<file path="config.mk">
export PLATFORM = sky130hd
export DESIGN_NAME = nbt_div
export DESIGN_NICKNAME = d
export VERILOG_FILES = /design/src/sv/nbt_pkg.sv /design/src/sv/nbt_div.sv
export SDC_FILE = /design/constraint.sdc
export NUM_CORES = 1
export LEC_CHECK = 0
export ABC_CLOCK_PERIOD_IN_PS = 5500
export BUFFER_PORTS_ARGS = -buffer_cell sky130_fd_sc_hd__buf_2
export CORE_MARGIN = 1
export CORE_UTILIZATION = 63
export DETAILED_ROUTE_END_ITERATION = 10
export PLACE_DENSITY = 0.87
export SYNTH_ARGS = -nofsm -noshare
export SYNTH_HDL_FRONTEND = slang
export SYNTH_SLANG_ARGS = --single-unit
</file>
<file path="constraint.sdc">
create_clock -name clk -period 5.5 [get_ports clk]
set_input_delay 0.275 -clock clk [delete_from_list [all_inputs] [get_ports clk]]
set_output_delay 0.275 -clock clk [all_outputs]
set_load 0.01 [all_outputs]
</file>
<file path="src/sv/nbt_pkg.sv">
// ----------------------------------------------------------------------------
// nbt_pkg
// Shared widths and codes for the naive Bayes pixel trainer.
// ----------------------------------------------------------------------------
package nbt_pkg;

  localparam int OP_BITS    = 2;
  localparam int COORD_BITS = 5;
  localparam int LABEL_BITS = 4;
  localparam int K_BITS     = 8;
  localparam int PROB_BITS  = 16;
  localparam int TOTAL_BITS = 20;

  localparam logic [K_BITS-1:0] K_RESET = 8'd16;

  localparam logic [OP_BITS-1:0] OP_TRAIN      = 2'd0;
  localparam logic [OP_BITS-1:0] OP_LIKELIHOOD = 2'd1;
  localparam logic [OP_BITS-1:0] OP_PRIOR      = 2'd2;

  localparam logic STATUS_OK  = 1'b0;
  localparam logic STATUS_ERR = 1'b1;

endpackage

</file>
<file path="src/sv/nbt_div.sv">
// ----------------------------------------------------------------------------
// nbt_div
// Restoring fraction divider: Q0.16 quotient of num/den, one bit per cycle.
// ----------------------------------------------------------------------------
module nbt_div #(
  parameter int OPW = 25
) (
  input  logic                          clk,
  input  logic                          rst,
  input  logic                          start,
  input  logic [OPW-1:0]                num,
  input  logic [OPW-1:0]                den,
  output logic                          done,
  output logic [nbt_pkg::PROB_BITS-1:0] quot
);

  localparam int QB    = nbt_pkg::PROB_BITS;
  localparam int CNT_W = $clog2(QB);

  typedef enum logic [1:0] {D_IDLE, D_CHECK, D_STEP} dstate_t;

  dstate_t          state;
  logic [OPW-1:0]   rem;
  logic [OPW-1:0]   den_r;
  logic [CNT_W-1:0] cnt;
  logic [OPW:0]     shifted;
  logic             fits;

  assign shifted = {rem, 1'b0};
  assign fits    = shifted >= {1'b0, den_r};

  always_ff @(posedge clk) begin
    if (rst) begin
      state <= D_IDLE;
      done  <= 1'b0;
    end else begin
      done <= 1'b0;
      unique case (state)
        D_IDLE: begin
          if (start) begin
            rem   <= num;
            den_r <= den;
            state <= D_CHECK;
          end
        end
        D_CHECK: begin
          // quotient of one or more, or no divisor: pin at full scale
          if (den_r == '0 || rem >= den_r) begin
            quot  <= '1;
            done  <= 1'b1;
            state <= D_IDLE;
          end else begin
            cnt   <= '0;
            state <= D_STEP;
          end
        end
        D_STEP: begin
          if (fits) begin
            rem <= OPW'(shifted - {1'b0, den_r});
          end else begin
            rem <= shifted[OPW-1:0];
          end
          quot <= {quot[QB-2:0], fits};
          cnt  <= cnt + 1'b1;
          if (cnt == CNT_W'(QB - 1)) begin
            done  <= 1'b1;
            state <= D_IDLE;
          end
        end
        default: state <= D_IDLE;
      endcase
    end
  end

endmodule

</file>
; ---- Word-level counts from Yosys, hierarchy flattened
; Cells that the tools add are included.
[totals]
register_bits = 73
elab_cells = 42
[classes]
addsub = 2
n_lt_le_gt_ge = 2
eq_ne = 7
muxes = 14
bitwise = 1
reduce_logical = 10
[op_table]
columns = operator, n
row1 = $mux 25, 2
row2 = $pmux 25 s2, 1
row3 = $pmux 16 s2, 1
row4 = $ge 26x25->1, 1
row5 = $ge 25x25->1, 1
row6 = $logic_not 25->1, 1
row7 = $sub 25x25->25, 1
row8 = $mux 16, 1
row9 = $reduce_and 3->1, 4
row10 = $ne 2x2->1 const B, 4
row11 = $pmux 4 s2, 1
row12 = $mux 2, 3
row13 = $pmux 2 s3, 1
row14 = $add 4x1->4 const B, 1
row15 = $eq 4x4->1 const B, 1
row16 = $mux 4, 1
row17 = $reduce_bool 2->1, 2
row18 = $eq 2x1->1 const B, 1
row19 = $eq 2x2->1 const B, 1
row20 = $logic_not 2->1, 1
row21 = $mux 1, 2
row22 = $pmux 1 s2, 1
row23 = $reduce_and 2->1, 1
row24 = $logic_or 1x1->1, 1
row25 = $not 1->1, 1

; ---- Logic depth before layout (Yosys ltp)
[depth]
ltp_word = 4
depth_mapped = 13

; ---- Worst setup path before layout
; Ideal clock, no wire load.
[synth_path]
kind = register to register
from = register state[0]
to = register den_r[0], enable pin
setup_ns = 0.444
t_arrival_ns = 2.522
required_ns = 5.056
setup_slack_ns = 2.534
stages_incl_launch_ff = 5
n_path_buf = 0
period_less_slack_ns = 2.966
cell_sequence = dfxtp_1 -> inv_1 -> ha_1 -> inv_1 -> nor3b_1
[synth_via]
elab_chain_cells = 2
[synth_lines]
columns = item, line_no
row1 = "start, declared", nbt_div.sv:22  ; dstate_t state;
row2 = "start signal, assigned", nbt_div.sv:34  ; state <= D_IDLE;
row3 = "start signal, assigned", nbt_div.sv:43  ; state <= D_CHECK;
row4 = "start signal, assigned", nbt_div.sv:51  ; state <= D_IDLE;
row5 = $logic_not 2->1, nbt_div.sv:38  ; unique case (state)
row6 = $reduce_and 3->1 (no source line), -
row7 = "end signal, assigned", nbt_div.sv:42  ; den_r <= den;
row8 = "end, declared", nbt_div.sv:24  ; logic [OPW-1:0] den_r;
; No other way between the ends.
; A chain may end at the register's enable or synchronous reset.

; ---- Worst setup path in the final report
[layout_path]
from = register den_r[0]
to = register rem[21], data pin
[layout_via]
elab_chain_cells = 3
word_cells_on_any_way = 4
cone_classes = 1 x add/sub / 1 x order compare / 2 x mux
[layout_lines]
columns = item, line_no
row1 = $sub 25x25->25 or $ge 26x25->1 (tied branches), "nbt_div.sv:59, nbt_div.sv:30"
row2 = $mux 25 *, nbt_div.sv:58  ; if (fits) begin
row3 = $pmux 25 s2 *, nbt_div.sv:38
row4 = "end signal, assigned", nbt_div.sv:41  ; rem <= num;
row5 = "end signal, assigned", nbt_div.sv:59  ; rem <= OPW'(shifted - {1'b0, den_r});
row6 = "end signal, assigned", nbt_div.sv:61  ; rem <= shifted[OPW-1:0];
row7 = "end, declared", nbt_div.sv:23  ; logic [OPW-1:0] rem;
; Mark *: on every way between the ends. The rest lies on a longest branch, timed or not.

==> results.md <==
* Fmax at 274 MHz
* Area Overhead vs Synth at 13.6%
* Placed Cells at 658
* Count of different cell masters after synthesis at 52
* Vias in the first global route at 3988
* Final setup fails at 0
* R2R Path Start: den_r[0]$_DFFE_PP_
* Area fraction of the dominant cell type after synthesis at 42.3%
* All-layer global routing usage at 29.4%
* Post-synth EDFFs at 70
* FF-to-FF setup slack at 1850 ps
* Die area at 8250 um^2
* First-pass GRT wire length at around 19 mm
* CP Launch Type: flop
* Met3 wire len at 717 um
* WP data arrival at 3770 ps
* Most used DFF post-synth: edfxtp_1
* Fin. Hold Viols at 0
* Final setup TNS at 0 ps
* Area of the mapped netlist at 4970 um^2
* Top sig layer: met4
* Remaining Overflow, GRT at 0
* Hold Crit Class: input pin to flop
* FP Rows at 32
* Max-capacitance violation count at 0
* Crit path cell chain: fa_1 -> nor2b_1 -> o31a_1 -> or3_1 -> a221o_1 -> a21oi_4 -> o31ai_4 -> buf_4 -> inv_2 -> a311o_1
* Yosys top cell by area: edfxtp_1
* Fin crit share at 66.3%
* Clock Tree Root: clkbuf_8
* Post-CTS Setup Bufs at 0
* Clk_lat worst skew at 360 ps
* CP endpoint kind: flop
* Initial DRC count at ~370
* GP Congestion at 0.950
* DRC Markers at 0
* Final Critical Period at 3650 ps
* Router iterations before antenna repair at 5
* Number of antenna violations at the first check in global routing at 0
* Critical path's slowest cell: o31ai_4
* Vias/cell at a little over 6
* Clk sinks at 73
* Post-synthesis register bit count at 73
* HPWL after DPL at about 8.2 mm
* Final WL at 11.5 mm
* Post-synthesis sequential area ratio at 43.5%
* Top post-synthesis cells by area: edfxtp_1 42%, ha_1 14%, nand2_1 4.1%
* Largest net degree at the start of global routing at 49
* Die width at between 90 and 100 um
* WL met1 at 4.83 mm
* Slowest cell delay on critical path at around 600 ps
* Fin. max-slew vios at 0
* Multi-input logic area at 2620 um^2
* Clk buf depth at 2
* Critical Path Source: den_r[0]$_DFFE_PP_
* Peak supply drop at about 0.00019 V
* LEAKAGE at around 2.4 nW
* Cells after synthesis at 500
* Chip Height at between 90 and 100 um
* RR Endpoint: rem[21]$_DFFE_PP_
* H-Tree Depth at 3
* Worst Path Required at 5620 ps
* Starting Density at 64.7%
* Share of layout cells above drive strength 1 at 18.0%
* Fin cells at approximately 670
* Num ports at 70
* Post-synthesis average cell area at 9.94 um^2
* Crit path kind: flop to flop
* CTS tree: built
* Register area at 2160 um^2
* Post-Route Skew at just over 8 ps
* Ys async rst share at 0%
* CTS resizes at 0
* RSZ-0062 raised after global routing: false
* Worst R2R Path Depth at 10
* Slew Limit Headroom at between 50% and 60%
* CP Max Fanout at 19
* Post-DRT Antenna Nets at 0
* Nets at between 600 and 700
* Worst-path clk slew at 90 ps
* Status: finished clean
* Core Region at ~7700 um^2
* Slew @ Worst Pin at 649 ps
* Met2 WL at between 5 and 6 mm
* Wire length per cell at 17.1 um
* N_diodes at 0
* Fillers at 548
* Crit path to: rem[21]$_DFFE_PP_
* Pwr dens at 264 nW/um^2
* TritonCTS Buffers at 9
* Post-Syn Nets at 608
* Port Buffer Count at 69
* Ys Warns at 0
* Hold Buf Count CTS at 0
* Total number of vias at 4178
==> flip-flops by register name (all words and copies together), names as in the netlist <==
signal and count:
cnt 4, den_r 25, done 1, quot 16, rem 25, state 2
==> logic make-up after synthesis <==
family	count (synthesis)	synth area share, %
mux	6	1.26
xor+xnor	21	3.70
simple gates	163	15.7
compound gates	131	17.7
flops	73	43.5
fa+ha+maj	55	14.0
buf+inv	51	4.13
==> worst max-delay path: cells and delay by family (launching register included) <==
kind                       cells  cell delay, ps
AOI/OAI and AO/OA              5            1500
buffers and inverters          2             570
DFF                            1             510
adders and majority gates      1             480
and+or+nand+nor                2             340
==> cell usage in the layout, fill, tap and decap left out, drive strengths merged, types with 3 or more instances in the layout <==
master,n
and2,4
o31ai,3
nor4,6
nand2,54
a21o,24
a211oi,4
a31oi,24
o21ai,15
dfxtp,3
mux2i,4
o21a,9
nor2,37
clkinv,3
a21oi,32
xor2,9
nand3,8
buf,74
o21bai,3
nor2b,8
nor3,5
edfxtp,70
xnor2,12
nand4,10
nand2b,22
ha,54
clkbuf,9
inv,35
o211ai,4
==> synthesized netlist by cell type, drive strengths merged, types with 4 or more instances <==
cell    count
o211ai      4
o21ai      15
and2        4
nand2b     22
clkbuf     14
buf         4
nor2b       8
nand2      54
a211oi      4
edfxtp     70
ha         54
xor2        9
a21oi      32
a21o       24
nand3       8
o21a        9
nor3        5
inv        33
nand4      10
nor4        6
xnor2      12
mux2i       4
nor2       37
a31oi      24
==> where the power goes <==
part / internal (mW) / total, mW / switching (mW) / leakage, nW
sequential: 0.643 / 0.663 / 0.0202 / 0.620
combinational: 0.138 / 0.338 / 0.200 / 1.63
clock: 0.261 / 0.488 / 0.227 / 0.116
total: 1.04 / 1.49 / 0.447 / 2.37
==> metal layers <==
metal | vias up | GRT usage [%]
met1 | 1966 | 37.2
met2 | 200 | 49.2
li1 | 1973 | -
met5 | - | 0
met4 | 0 | 13.9
met3 | 39 | 4.80
==> through the flow <==
| step | hold slack, ps | power [mW] | utilization [%] | setup slack [ps] | area (um^2) |
|---|---|---|---|---|---|
| 2_1_floorplan | 344 | 0.912 | - | 2530 | 4970 |
| 3_3_place_gp | 451 | 0.986 | 70.5 | 2070 | 5420 |
| 3_5_place_dp | 453 | 0.999 | 70.5 | 1930 | 5420 |
| 4_1_cts | 80.3 | 1.48 | 73.4 | 1890 | 5650 |
| 5_1_grt | 78.0 | 1.54 | 73.4 | 1750 | 5650 |
| 6_report | 80.6 | 1.49 | 73.4 | 1850 | 5650 |
==> worst min-delay path by stage <==
stage | startpoint | end | slack (ps) | depth (start not counted)
2_1_floorplan | rst | state[1]$_SDFFE_PP0P_ | 340 | 1
3_3_place_gp | den[5] | den_r[5]$_DFFE_PP_ | 450 | 1
3_5_place_dp | den[5] | den_r[5]$_DFFE_PP_ | 450 | 1
4_1_cts | den[1] | den_r[1]$_DFFE_PP_ | 80 | 1
5_1_grt | den[8] | den_r[8]$_DFFE_PP_ | 80 | 1
6_report | den[9] | den_r[9]$_DFFE_PP_ | 80 | 1
==> area by class of cell <==
| type | instances | area share [%] |
|---|---|---|
| well taps | 102 | 2.26 |
| clock inverters | 7 | 1.82 |
| clock buffers | 9 | 2.19 |
| repair buffers | 74 | 6.78 |
| flip-flops and latches | 73 | 38.3 |
| inverters | 33 | 2.19 |
| multi-input cells | 376 | 46.5 |
Note: power is estimated with default switching activity, not from simulation.
